$ cat src/rtl/hbc_pkg.sv
// Shared types, widths and the arctangent table of the heading bias calibrator.
// No dependencies.
package hbc_pkg;

    localparam int POS_W  = 32;
    localparam int DIFF_W = 33;
    localparam int ANG_W  = 16;
    localparam int SUM_W  = 48;
    localparam int CNT_W  = 32;
    localparam int VEC_W  = 36;
    localparam int Z_W    = 32;
    localparam int SD_W   = 16;
    localparam int SQ_W   = 17;
    localparam int ATAN_IDX_W = 5;

    typedef enum logic [3:0] {
        ST_IDLE,
        ST_DIFF,
        ST_SQ_E,
        ST_SQ_N,
        ST_SQ_D,
        ST_CORDIC,
        ST_ACCUM,
        ST_DIV_START,
        ST_DIVIDE,
        ST_EMIT
    } hbc_state_t;

    typedef enum logic [1:0] {
        CS_IDLE,
        CS_NORM,
        CS_ITER
    } hbc_cordic_state_t;

    typedef enum logic {
        DS_IDLE,
        DS_RUN
    } hbc_div_state_t;

    typedef struct packed {
        logic busy;
        logic done;
    } hbc_unit_sts_t;

    // atan(2^-i) in units of 2^-32 turn
    function automatic logic [Z_W-1:0] hbc_atan(input logic [ATAN_IDX_W-1:0] idx);
        logic [Z_W-1:0] val;
        begin
            unique case (idx)
                5'd0:    val = 32'h20000000;
                5'd1:    val = 32'h12E4051E;
                5'd2:    val = 32'h09FB385B;
                5'd3:    val = 32'h051111D4;
                5'd4:    val = 32'h028B0D43;
                5'd5:    val = 32'h0145D7E1;
                5'd6:    val = 32'h00A2F61E;
                5'd7:    val = 32'h00517C55;
                5'd8:    val = 32'h0028BE53;
                5'd9:    val = 32'h00145F2F;
                5'd10:   val = 32'h000A2F98;
                5'd11:   val = 32'h000517CC;
                5'd12:   val = 32'h00028BE6;
                5'd13:   val = 32'h000145F3;
                5'd14:   val = 32'h0000A2FA;
                5'd15:   val = 32'h0000517D;
                5'd16:   val = 32'h000028BE;
                5'd17:   val = 32'h0000145F;
                5'd18:   val = 32'h00000A30;
                5'd19:   val = 32'h00000518;
                5'd20:   val = 32'h0000028C;
                5'd21:   val = 32'h00000146;
                5'd22:   val = 32'h000000A3;
                5'd23:   val = 32'h00000051;
                default: val = '0;
            endcase
            return val;
        end
    endfunction

endpackage

$ cat src/rtl/hbc_cordic.sv
// Iterative bearing unit: shift normalization, then one CORDIC vectoring step per cycle.
// Depends on hbc_pkg.
module hbc_cordic
    import hbc_pkg::*;
#(
    parameter int STEPS = 16
)
(
    input  logic                     clk,
    input  logic                     rst_n,
    input  logic                     start,
    input  logic signed [DIFF_W-1:0] de,
    input  logic signed [DIFF_W-1:0] dn,
    output hbc_unit_sts_t            sts,
    output logic [ANG_W-1:0]         bearing
);

    localparam int STEP_W = $clog2(STEPS + 1);

    hbc_cordic_state_t        state_reg, state_next;
    logic signed [VEC_W-1:0]  x_reg, x_next, y_reg, y_next;
    logic [DIFF_W-1:0]        me_reg, me_next, mn_reg, mn_next;
    logic [Z_W-1:0]           z_reg, z_next;
    logic [STEP_W-1:0]        step_reg, step_next;
    logic [ANG_W-1:0]         bearing_reg, bearing_next;
    logic                     done_reg, done_next;

    logic signed [VEC_W-1:0]  shx, shy, x_step, y_step;
    logic [Z_W-1:0]           z_step, z_round, atan_val;
    logic [DIFF_W-1:0]        de_mag, dn_mag;

    assign de_mag   = de[DIFF_W-1] ? DIFF_W'(-de) : DIFF_W'(de);
    assign dn_mag   = dn[DIFF_W-1] ? DIFF_W'(-dn) : DIFF_W'(dn);
    assign shx      = x_reg >>> step_reg;
    assign shy      = y_reg >>> step_reg;
    assign atan_val = hbc_atan(ATAN_IDX_W'(step_reg));
    assign z_round  = z_step + 32'h0000_8000;

    always_ff @(posedge clk or negedge rst_n)
    begin
        if (!rst_n)
        begin
            state_reg <= CS_IDLE;
            done_reg  <= 1'b0;
        end
        else
        begin
            state_reg <= state_next;
            done_reg  <= done_next;
        end
    end

    always_ff @(posedge clk)
    begin
        x_reg       <= x_next;
        y_reg       <= y_next;
        me_reg      <= me_next;
        mn_reg      <= mn_next;
        z_reg       <= z_next;
        step_reg    <= step_next;
        bearing_reg <= bearing_next;
    end

    always_comb
    begin
        if (y_reg >= 0)
        begin
            x_step = x_reg + shy;
            y_step = y_reg - shx;
            z_step = z_reg + atan_val;
        end
        else
        begin
            x_step = x_reg - shy;
            y_step = y_reg + shx;
            z_step = z_reg - atan_val;
        end
    end

    always_comb
    begin
        state_next   = state_reg;
        x_next       = x_reg;
        y_next       = y_reg;
        me_next      = me_reg;
        mn_next      = mn_reg;
        z_next       = z_reg;
        step_next    = step_reg;
        bearing_next = bearing_reg;
        done_next    = 1'b0;
        unique case (state_reg)
            CS_IDLE:
            begin
                if (start)
                begin
                    x_next  = VEC_W'(dn);
                    y_next  = VEC_W'(de);
                    me_next = de_mag;
                    mn_next = dn_mag;
                    if (de_mag == '0 && dn_mag == '0)
                    begin
                        bearing_next = '0;
                        done_next    = 1'b1;
                    end
                    else
                    begin
                        state_next = CS_NORM;
                    end
                end
            end
            CS_NORM:
            begin
                // stop once the larger magnitude reaches 2^32
                if (me_reg[DIFF_W-1] || mn_reg[DIFF_W-1])
                begin
                    step_next  = '0;
                    state_next = CS_ITER;
                    if (x_reg < 0)
                    begin
                        x_next = -x_reg;
                        y_next = -y_reg;
                        z_next = 32'h8000_0000;
                    end
                    else
                    begin
                        z_next = '0;
                    end
                end
                else
                begin
                    x_next  = x_reg <<< 1;
                    y_next  = y_reg <<< 1;
                    me_next = me_reg << 1;
                    mn_next = mn_reg << 1;
                end
            end
            CS_ITER:
            begin
                x_next = x_step;
                y_next = y_step;
                z_next = z_step;
                if (step_reg == STEP_W'(STEPS - 1))
                begin
                    bearing_next = z_round[Z_W-1 -: ANG_W];
                    done_next    = 1'b1;
                    state_next   = CS_IDLE;
                end
                else
                begin
                    step_next = step_reg + 1'b1;
                end
            end
            default:
            begin
                state_next = CS_IDLE;
            end
        endcase
    end

    assign sts.busy = (state_reg != CS_IDLE);
    assign sts.done = done_reg;
    assign bearing  = bearing_reg;

endmodule

$ cat src/rtl/hbc_divider.sv
// Restoring divider, one quotient bit per cycle, for the mean error.
// Depends on hbc_pkg.
module hbc_divider
    import hbc_pkg::*;
(
    input  logic                clk,
    input  logic                rst_n,
    input  logic                start,
    input  logic [SUM_W-1:0]    dividend,
    input  logic [CNT_W-1:0]    divisor,
    output hbc_unit_sts_t       sts,
    output logic [SUM_W-1:0]    quotient
);

    localparam int ITER_W = $clog2(SUM_W + 1);

    hbc_div_state_t     state_reg, state_next;
    logic [SUM_W-1:0]   quo_reg, quo_next;
    logic [CNT_W-1:0]   rem_reg, rem_next, div_reg, div_next;
    logic [ITER_W-1:0]  iter_reg, iter_next;
    logic               done_reg, done_next;
    logic [CNT_W:0]     trial, diff;
    logic               fits;

    assign trial = {rem_reg, quo_reg[SUM_W-1]};
    assign fits  = (trial >= {1'b0, div_reg});
    assign diff  = trial - {1'b0, div_reg};

    always_ff @(posedge clk or negedge rst_n)
    begin
        if (!rst_n)
        begin
            state_reg <= DS_IDLE;
            done_reg  <= 1'b0;
        end
        else
        begin
            state_reg <= state_next;
            done_reg  <= done_next;
        end
    end

    always_ff @(posedge clk)
    begin
        quo_reg  <= quo_next;
        rem_reg  <= rem_next;
        div_reg  <= div_next;
        iter_reg <= iter_next;
    end

    always_comb
    begin
        state_next = state_reg;
        quo_next   = quo_reg;
        rem_next   = rem_reg;
        div_next   = div_reg;
        iter_next  = iter_reg;
        done_next  = 1'b0;
        unique case (state_reg)
            DS_IDLE:
            begin
                if (start)
                begin
                    quo_next   = dividend;
                    rem_next   = '0;
                    div_next   = divisor;
                    iter_next  = '0;
                    state_next = DS_RUN;
                end
            end
            DS_RUN:
            begin
                // remainder stays below the divisor, so the low bits hold it
                rem_next  = fits ? diff[CNT_W-1:0] : trial[CNT_W-1:0];
                quo_next  = {quo_reg[SUM_W-2:0], fits};
                iter_next = iter_reg + 1'b1;
                if (iter_reg == ITER_W'(SUM_W - 1))
                begin
                    done_next  = 1'b1;
                    state_next = DS_IDLE;
                end
            end
            default:
            begin
                state_next = DS_IDLE;
            end
        endcase
    end

    assign sts.busy = (state_reg != DS_IDLE);
    assign sts.done = done_reg;
    assign quotient = quo_reg;

endmodule

$ cat src/rtl/heading_bias_calibrator.sv
// Top level of the heading bias calibrator: sequencer, distance test, bias sum.
// Depends on hbc_pkg, hbc_cordic and hbc_divider.
//
//  channel  | signals                                   | direction
//  ---------+-------------------------------------------+----------
//  in       | in_valid/in_ready, pos_east, pos_north,   | in
//           | reported_heading                          |
//  out      | out_valid/out_ready, mean_error,          | out
//           | latest_error, used_count                  |
//  cfg      | cfg_valid/cfg_ready, travel_limit         | in
//
// A fix that is too close or only sets the anchor passes the difference, the two
// squares and the distance test. A used fix then runs the normalizing shift, one
// bit per cycle, the CORDIC vectoring steps and the restoring divider.
// in_ready is low while a fix is in progress. A result waits in the output
// register; the next fix is accepted meanwhile and holds only at its own end.
// cfg_ready is always high. Reset is asynchronous and active low.
module heading_bias_calibrator
    import hbc_pkg::*;
#(
    parameter int CORDIC_STEPS = 16
)
(
    input  logic                    clk,
    input  logic                    rst_n,
    input  logic                    in_valid,
    output logic                    in_ready,
    input  logic signed [POS_W-1:0] pos_east,
    input  logic signed [POS_W-1:0] pos_north,
    input  logic [ANG_W-1:0]        reported_heading,
    output logic                    out_valid,
    input  logic                    out_ready,
    output logic signed [ANG_W-1:0] mean_error,
    output logic signed [ANG_W-1:0] latest_error,
    output logic [CNT_W-1:0]        used_count,
    input  logic                    cfg_valid,
    output logic                    cfg_ready,
    input  logic [SD_W-1:0]         travel_limit
);

    hbc_state_t               state_reg, state_next;
    logic [SD_W-1:0]          sd_reg;
    logic signed [POS_W-1:0]  pe_reg, pn_reg, anchor_e_reg, anchor_e_next;
    logic signed [POS_W-1:0]  anchor_n_reg, anchor_n_next;
    logic                     anchor_set_reg, anchor_set_next;
    logic [ANG_W-1:0]         head_reg;
    logic signed [DIFF_W-1:0] de_reg, dn_reg, de_next, dn_next;
    logic [SQ_W-1:0]          me_reg, mn_reg;
    logic                     big_reg;
    logic [2*SQ_W:0]          acc_reg, acc_next;
    logic signed [SUM_W-1:0]  sum_reg, sum_next;
    logic [CNT_W-1:0]         count_reg, count_next;
    logic [ANG_W-1:0]         err_reg, err_next;
    logic                     neg_reg, neg_next;
    logic [SUM_W-1:0]         dividend;
    logic                     out_valid_reg, out_valid_next;
    logic [ANG_W-1:0]         mean_reg, mean_next, latest_reg, latest_next;
    logic [CNT_W-1:0]         used_reg, used_next;

    logic [DIFF_W-1:0]        de_mag, dn_mag;
    logic [SQ_W-1:0]          mul_a;
    logic [2*SQ_W-1:0]        mul_p;
    logic [SUM_W-1:0]         sum_mag;
    logic                     cordic_start, div_start;
    hbc_unit_sts_t            cordic_sts, div_sts;
    logic [ANG_W-1:0]         bearing;
    logic [SUM_W-1:0]         quotient;
    logic                     out_free;

    hbc_cordic #(
        .STEPS (CORDIC_STEPS)
    ) u_cordic (
        .clk     (clk),
        .rst_n   (rst_n),
        .start   (cordic_start),
        .de      (de_reg),
        .dn      (dn_reg),
        .sts     (cordic_sts),
        .bearing (bearing)
    );

    hbc_divider u_divider (
        .clk      (clk),
        .rst_n    (rst_n),
        .start    (div_start),
        .dividend (dividend),
        .divisor  (count_reg),
        .sts      (div_sts),
        .quotient (quotient)
    );

    assign de_next = DIFF_W'(pe_reg) - DIFF_W'(anchor_e_reg);
    assign dn_next = DIFF_W'(pn_reg) - DIFF_W'(anchor_n_reg);
    assign de_mag  = de_next[DIFF_W-1] ? DIFF_W'(-de_next) : DIFF_W'(de_next);
    assign dn_mag  = dn_next[DIFF_W-1] ? DIFF_W'(-dn_next) : DIFF_W'(dn_next);
    assign sum_mag = sum_reg[SUM_W-1] ? SUM_W'(-sum_reg) : SUM_W'(sum_reg);
    assign dividend = sum_mag + SUM_W'(count_reg >> 1);
    assign mul_p   = mul_a * mul_a;
    assign out_free = !out_valid_reg || out_ready;

    always_comb
    begin
        unique case (state_reg)
            ST_SQ_E: mul_a = me_reg;
            ST_SQ_N: mul_a = mn_reg;
            default: mul_a = SQ_W'(sd_reg);
        endcase
    end

    always_ff @(posedge clk or negedge rst_n)
    begin
        if (!rst_n)
        begin
            state_reg      <= ST_IDLE;
            sd_reg         <= SD_W'(102);
            anchor_e_reg   <= '0;
            anchor_n_reg   <= '0;
            anchor_set_reg <= 1'b0;
            sum_reg        <= '0;
            count_reg      <= '0;
            out_valid_reg  <= 1'b0;
        end
        else
        begin
            state_reg      <= state_next;
            anchor_e_reg   <= anchor_e_next;
            anchor_n_reg   <= anchor_n_next;
            anchor_set_reg <= anchor_set_next;
            sum_reg        <= sum_next;
            count_reg      <= count_next;
            out_valid_reg  <= out_valid_next;
            if (cfg_valid)
            begin
                sd_reg <= travel_limit;
            end
        end
    end

    always_ff @(posedge clk)
    begin
        if (in_valid && in_ready)
        begin
            pe_reg   <= pos_east;
            pn_reg   <= pos_north;
            head_reg <= reported_heading;
        end
        if (state_reg == ST_DIFF)
        begin
            de_reg  <= de_next;
            dn_reg  <= dn_next;
            me_reg  <= de_mag[SQ_W-1:0];
            mn_reg  <= dn_mag[SQ_W-1:0];
            big_reg <= (de_mag[DIFF_W-1:SQ_W-1] != '0) || (dn_mag[DIFF_W-1:SQ_W-1] != '0);
        end
        acc_reg    <= acc_next;
        err_reg    <= err_next;
        neg_reg    <= neg_next;
        mean_reg   <= mean_next;
        latest_reg <= latest_next;
        used_reg   <= used_next;
    end

    always_comb
    begin
        state_next      = state_reg;
        anchor_e_next   = anchor_e_reg;
        anchor_n_next   = anchor_n_reg;
        anchor_set_next = anchor_set_reg;
        sum_next        = sum_reg;
        count_next      = count_reg;
        acc_next        = acc_reg;
        err_next        = err_reg;
        neg_next        = neg_reg;
        mean_next       = mean_reg;
        latest_next     = latest_reg;
        used_next       = used_reg;
        out_valid_next  = out_valid_reg && !out_ready;
        cordic_start    = 1'b0;
        div_start       = 1'b0;
        unique case (state_reg)
            ST_IDLE:
            begin
                if (in_valid)
                begin
                    state_next = ST_DIFF;
                end
            end
            ST_DIFF:
            begin
                state_next = ST_SQ_E;
            end
            ST_SQ_E:
            begin
                acc_next   = (2*SQ_W+1)'(mul_p);
                state_next = ST_SQ_N;
            end
            ST_SQ_N:
            begin
                acc_next   = acc_reg + (2*SQ_W+1)'(mul_p);
                state_next = ST_SQ_D;
            end
            ST_SQ_D:
            begin
                priority if (!big_reg && ((2*SQ_W+1)'(mul_p) > acc_reg))
                begin
                    state_next = ST_IDLE;
                end
                else if (!anchor_set_reg)
                begin
                    anchor_set_next = 1'b1;
                    anchor_e_next   = pe_reg;
                    anchor_n_next   = pn_reg;
                    state_next      = ST_IDLE;
                end
                else
                begin
                    cordic_start = 1'b1;
                    state_next   = ST_CORDIC;
                end
            end
            ST_CORDIC:
            begin
                if (cordic_sts.done)
                begin
                    err_next   = bearing - head_reg;
                    state_next = ST_ACCUM;
                end
            end
            ST_ACCUM:
            begin
                // freeze the sum once the count saturates
                if (count_reg != '1)
                begin
                    sum_next   = sum_reg + SUM_W'(signed'(err_reg));
                    count_next = count_reg + 1'b1;
                end
                anchor_e_next = pe_reg;
                anchor_n_next = pn_reg;
                state_next    = ST_DIV_START;
            end
            ST_DIV_START:
            begin
                div_start  = 1'b1;
                neg_next   = sum_reg[SUM_W-1];
                state_next = ST_DIVIDE;
            end
            ST_DIVIDE:
            begin
                if (div_sts.done)
                begin
                    state_next = ST_EMIT;
                end
            end
            ST_EMIT:
            begin
                if (out_free && !div_sts.busy)
                begin
                    mean_next      = neg_reg ? ANG_W'(-quotient[ANG_W-1:0])
                                             : quotient[ANG_W-1:0];
                    latest_next    = err_reg;
                    used_next      = count_reg;
                    out_valid_next = 1'b1;
                    state_next     = ST_IDLE;
                end
            end
            default:
            begin
                state_next = ST_IDLE;
            end
        endcase
    end

    assign in_ready     = (state_reg == ST_IDLE);
    assign cfg_ready    = 1'b1;
    assign out_valid    = out_valid_reg;
    assign mean_error   = mean_reg;
    assign latest_error = latest_reg;
    assign used_count   = used_reg;

endmodule

$ cat config.mk
export PLATFORM = sky130hd
export DESIGN_NAME = heading_bias_calibrator
export DESIGN_NICKNAME = d
export VERILOG_FILES = /design/src/rtl/hbc_pkg.sv /design/src/rtl/hbc_cordic.sv /design/src/rtl/hbc_divider.sv /design/src/rtl/heading_bias_calibrator.sv
export SDC_FILE = /design/constraint.sdc
export NUM_CORES = 2
export LEC_CHECK = 0
export BUFFER_PORTS_ARGS = -buffer_cell sky130_fd_sc_hd__clkbuf_2
export CAP_MARGIN = 10
export CORE_UTILIZATION = 39
export DETAILED_ROUTE_END_ITERATION = 8
export GPL_TIMING_DRIVEN = 0
export PLACE_DENSITY_LB_ADDON = 0.1
export SETUP_SLACK_MARGIN = 0.1
export SYNTH_ARGS = -nofsm -noshare
export SYNTH_HDL_FRONTEND = slang
export SYNTH_SLANG_ARGS = --single-unit
export TNS_END_PERCENT = 10
$ cat constraint.sdc
create_clock -name clk -period 47.4 [get_ports clk]
set_input_delay 14.22 -clock clk [delete_from_list [all_inputs] [get_ports clk]]
set_output_delay 14.22 -clock clk [all_outputs]
set_load 0.03 [all_outputs]
* Word level (Yosys, flattened, before mapping)
Memory sizes are Yosys's and may differ from the RTL's. A register that Yosys moved wholly into a read port is not among the register bits.
Index checks and enable logic that the tools add are counted.
** Storage, ports and cells
- Bits in registers :: 777
- ROM bits :: 960
- Input port bits :: 101
- Output and inout port bits :: 67
- Memories :: 1
** Operators by class
- Add/subtract/negate cells :: 25
- Multipliers :: 1
- Order comparisons :: 4
- Equality and inequality tests :: 29
- Shifts and indexed selects :: 2
- Multiplexer cells :: 76
- Bitwise logic cells :: 2
- Reductions and logical operators :: 37
** Memory list
- (no name shown) :: depth 32, bits a word 30, rd ports 1, clocked after memory_dff 1, write ports 0, line hbc_pkg.sv:49 : unique case (idx)
** Operators by type and width (number)
- two-way mux 32 bit :: 9
- two-way mux 36 bit :: 8
- two-way mux 33 bit :: 8
- one-hot mux 32 bit (2 select lines) :: 4
- one-hot mux 36 bit (3 select lines) :: 2
- negation 33 bit :: 4
- one-hot mux 33 bit (2 select lines) :: 2
- two-way mux 48 bit :: 2
- one-hot mux 48 bit (2 select lines) :: 1
- adder 36 bit :: 2
- negation 36 bit :: 2
- >>> shifter 36 x 5 -> 36 bit :: 2
- subtractor 36 bit :: 2
- one-hot mux 35 bit (2 select lines) :: 1
- logical NOT 33 bit :: 2
- subtractor 32 x 32 -> 33 bit :: 2
- two-way mux 16 bit :: 4
- subtractor 32 bit :: 2
- adder 48 x 16 -> 48 bit :: 1
- adder 48 x 31 -> 48 bit :: 1
- negation 48 bit :: 1
- one-hot mux 4 bit (10 select lines) :: 1
- greater-or-equal comparator 36 x 1 -> 1 bit, second input constant :: 1
- < comparator 36 x 1 -> 1 bit, second input constant :: 1
- other kinds (47) :: 111

* Depth between registers and ports, before layout
- Word-level depth :: 9
- Mapped depth :: 48

* Cells and area by module
A second synthesis with hierarchy kept.
** Unflattened totals
- Cells, all modules :: 7945
- Area, all modules :: 72919.9 um^2
** Modules (own cells, without submodules)
- heading_bias_calibrator :: instances 1, cells each 3941, area each 38159.1 um^2
- hbc_cordic :: instances 1, cells each 3430, area each 27996.9 um^2
- hbc_divider :: instances 1, cells each 574, area each 6764.0 um^2

* Worst setup path after synthesis
Ideal clock, no wire load.
- Kind :: in2reg
- Start point :: input out_ready
- End point :: register latest_reg[0], in the netlist latest_error[0], enable pin
- Setup time :: 0.644 ns
- Arrival :: 20.333 ns
- Setup slack :: 26.423 ns
- Cell stages on the path :: 2
- Path buffers :: 0
- Path through :: nor2b_1 nor4_1
** On the way
- Cells in the longest elaborated chain, start to end :: 3
** Ends and longest elaborated chain
- start: declaration :: line heading_bias_calibrator.sv:32 : input logic out_ready,
- logical OR 1 bit :: line heading_bias_calibrator.sv:99 : assign out_free = !out_valid_reg || out_ready;
- logical AND 1 bit :: line heading_bias_calibrator.sv:256 : if (out_free && !div_sts.busy)
- AND reduction 2 bit (no source line)
- end signal: assignment :: line heading_bias_calibrator.sv:159 : latest_reg <= latest_next;
- end: declaration :: line heading_bias_calibrator.sv:57 : logic [ANG_W-1:0] mean_reg, mean_next, latest_reg, latest_next;
No other way between the ends.
A chain may end at the register's enable or synchronous reset.

* Final worst setup path
- Start point :: register state_reg[0]
- End point :: output in_ready
** On the way
- Cells in the longest elaborated chain, start to end :: 1
** Ends and longest elaborated chain
- start: declaration :: line heading_bias_calibrator.sv:41 : hbc_state_t state_reg, state_next;
- start signal: assignment :: line heading_bias_calibrator.sv:125 : state_reg <= state_next;
- logical NOT 4 bit :: line heading_bias_calibrator.sv:273 : assign in_ready = (state_reg == ST_IDLE);
- end: declaration :: line heading_bias_calibrator.sv:27 : output logic in_ready,
No other way between the ends.

==> metrics <==
Slew HR=15.0%; Yosys top cell area share=26.2%; clock-pin slew on the worst setup and hold paths=60 ps; CTS H-Tree Depth=3; crit-path cells=clkbuf_1 -> buf_1 -> clkbuf_1 -> nor2_1 -> nand2_1 -> inv_1 -> clkbuf_2; slowest stage delay, CP=760 ps; flop2flop setup slack=33050 ps; FF+latch count, synth=805; DRT Wirelength=232000 um; crit path DAT=3450 ps; wire length of the first global-routing pass=351000 um; metal2 WL=106000 um; Cell Rows=154; Starting Density=39.3%; Final Cycle Share=37.3%; worst IR drop on VDD=287 uV; Synth Warn #=0; pin count of the biggest net entering global routing=92; worst min-delay path class=flop to flop; Vias/cell=5.68; Die Span Y=423 um; WHS Path Cells=0; clock insertion delay at the later pin of the skew report=760 ps; Area after DPL=73600 um^2; main flop type after synthesis=edfxtp_1; Detail Placement HPWL=183000 um; Mapped Area=69200 um^2; slowest stage cell, crit path=clkbuf_1; reg2reg path depth=41; Met1 Routed Length=103000 um; final antenna-violating net count=0; Hold Path End=latest_error[8]; post-CTS setup buffers=0; Hold Buf Count CTS=0; Startpoint Class=flop; CTS Buf Count=99; Pre-antenna DRT Iters=8; post-CTS sizing=0; Core Region=176000 um^2; routability cong.=0.974; CP endpoint kind=output pin; I/O pins=168; outcome=finished, violations left; detailed-route via count=57900; worst hold start=err_reg[8]; final cell count without fillers=10200; CP most frequent cell=clkbuf_1; final net count=8559; kind of critical path=flop to output pin; failing checks=design-rule violations; Finish-stage setup viols=0; synth unique cells=106; RSZ-0062 raised after global routing=false; crit-path max FO=10; Clock Sinks=805; Area Overhead vs Synth=11.4%; initial antenna violation count=7; Area contributors post-synth=edfxtp_1, ha_1, dfrtp_1; Die W=423 um; Async S/R FF share, synth=21.2%; PD cells=68.0 nW/um^2; Final Max Tran Viols=0; Met3 Routed Length=12800 um; MaxCap Viol Count=0; Final Hold Vio Count=0; clk buf depth=3; Synth Net Count=8249; wire per inst=22.8 um; Overflow after GRT=0; CP Data Required Time=33180 ps; Inst Count DP=10000; die area=179000 um^2; port bufs=165; sequential cell area fraction in the yosys report=33.3%; syn avg cell area=9.28 um^2; minimum clock period after layout=17670 ps; Root Buffer=clkbuf_16; DRT iter0 DRCs=4777; setup TNS=0 ps; LEAKAGE=31.4 nW; Worst Max-Slew Pin Slew=1270 ps; Synth Instances=7458; # DRC=8; TritonCTS clock tree=yes; end of the worst register-to-register path=anchor_e_reg[3]; fmax=0.0566 GHz; worst r2r src=state_reg[0]; cell taking the most area after synthesis=edfxtp_1; Worst Skew=53.9 ps; number of global-route vias before repair=56700; share of layout cells above drive strength 1=8.91%; Post-synth EDFFs=604; highest routing layer actually used=met5; overall routing resource usage=25.4%; final instance area=77100 um^2
## synthesized netlist by cell type, drive strengths merged (167+ instances only)
library cell and instances:
nand2 704, inv 632, edfxtp 604, nor2 602
o21ai 520, ha 490, a21oi 434, xnor2 420
clkbuf 283, xor2 223, fa 200, dfrtp 167
## metrics by stage
step           utilization, %  worst slack, ps  hold WS [ps]  total power (W)
2_1_floorplan               -            26420           431          0.00362
3_3_place_gp             41.4            21920           471          0.00440
3_5_place_dp             41.8            30510           479          0.00444
4_1_cts                  43.7            29680           490          0.00528
5_1_grt                  43.7            29620           491          0.00577
6_report                 43.7            29730           479          0.00525
## kinds of logic after synthesis
kind of cell	share of synthesized area, %
compound gates	16.6
xor+xnor	8.15
fa+ha+maj	14.6
buf+inv	5.34
flops	33.3
mux	6.74
other cells	0.00542
simple gates	15.3
## critical path, delay by kind of cell (launching register included)
family	cells	cell delay [ps]
flip-flops	1	330
buffers and inverters	5	2040
AND/OR/NAND/NOR	2	320
## worst max-delay path by stage
stage	startpoint	end
floorplan	out_ready	latest_error[0]
global placement	out_ready	used_count[13]
detailed placement	state_reg[0]	in_ready
CTS	state_reg[0]	in_ready
global route	state_reg[0]	in_ready
finish	state_reg[0]	in_ready
## final cells by class
type                       instances  area [um^2]
clock inverter                    53          618
multi-input combinational       5675        42600
clock buffer                     135         2820
buffer                           340         1300
inverter                         638         2390
tap                             2340         2930
antenna                            1         2.50
sequential                       805        23000
timing repair buffer             209         1430
fill                           17400        99200
## layer usage
layer	vias to the layer above	track usage [%]
met1	28300	34.2
li1	27500	-
met4	4	10.6
met5	-	0
met3	378	3.39
met2	1729	41.1
## placed cells by master (no fill, tap or decap), types with 200 or more instances in the layout
cell      instances
edfxtp_1        604
nand2_1         703
a21oi_1         431
ha_1            490
inv_1           628
xnor2_1         419
nor2_1          601
xor2_1          223
clkbuf_1        304
fa_1            200
o21ai_0         513
## power breakdown
group | switching, W | internal, W | total, W
sequential | 0.00000123 | 0.000823 | 0.000824
combinational | 0.00215 | 0.00147 | 0.00361
clock | 0.000337 | 0.000470 | 0.000807
total | 0.00248 | 0.00276 | 0.00524
No activity file was read; power rests on OpenSTA's default activity.
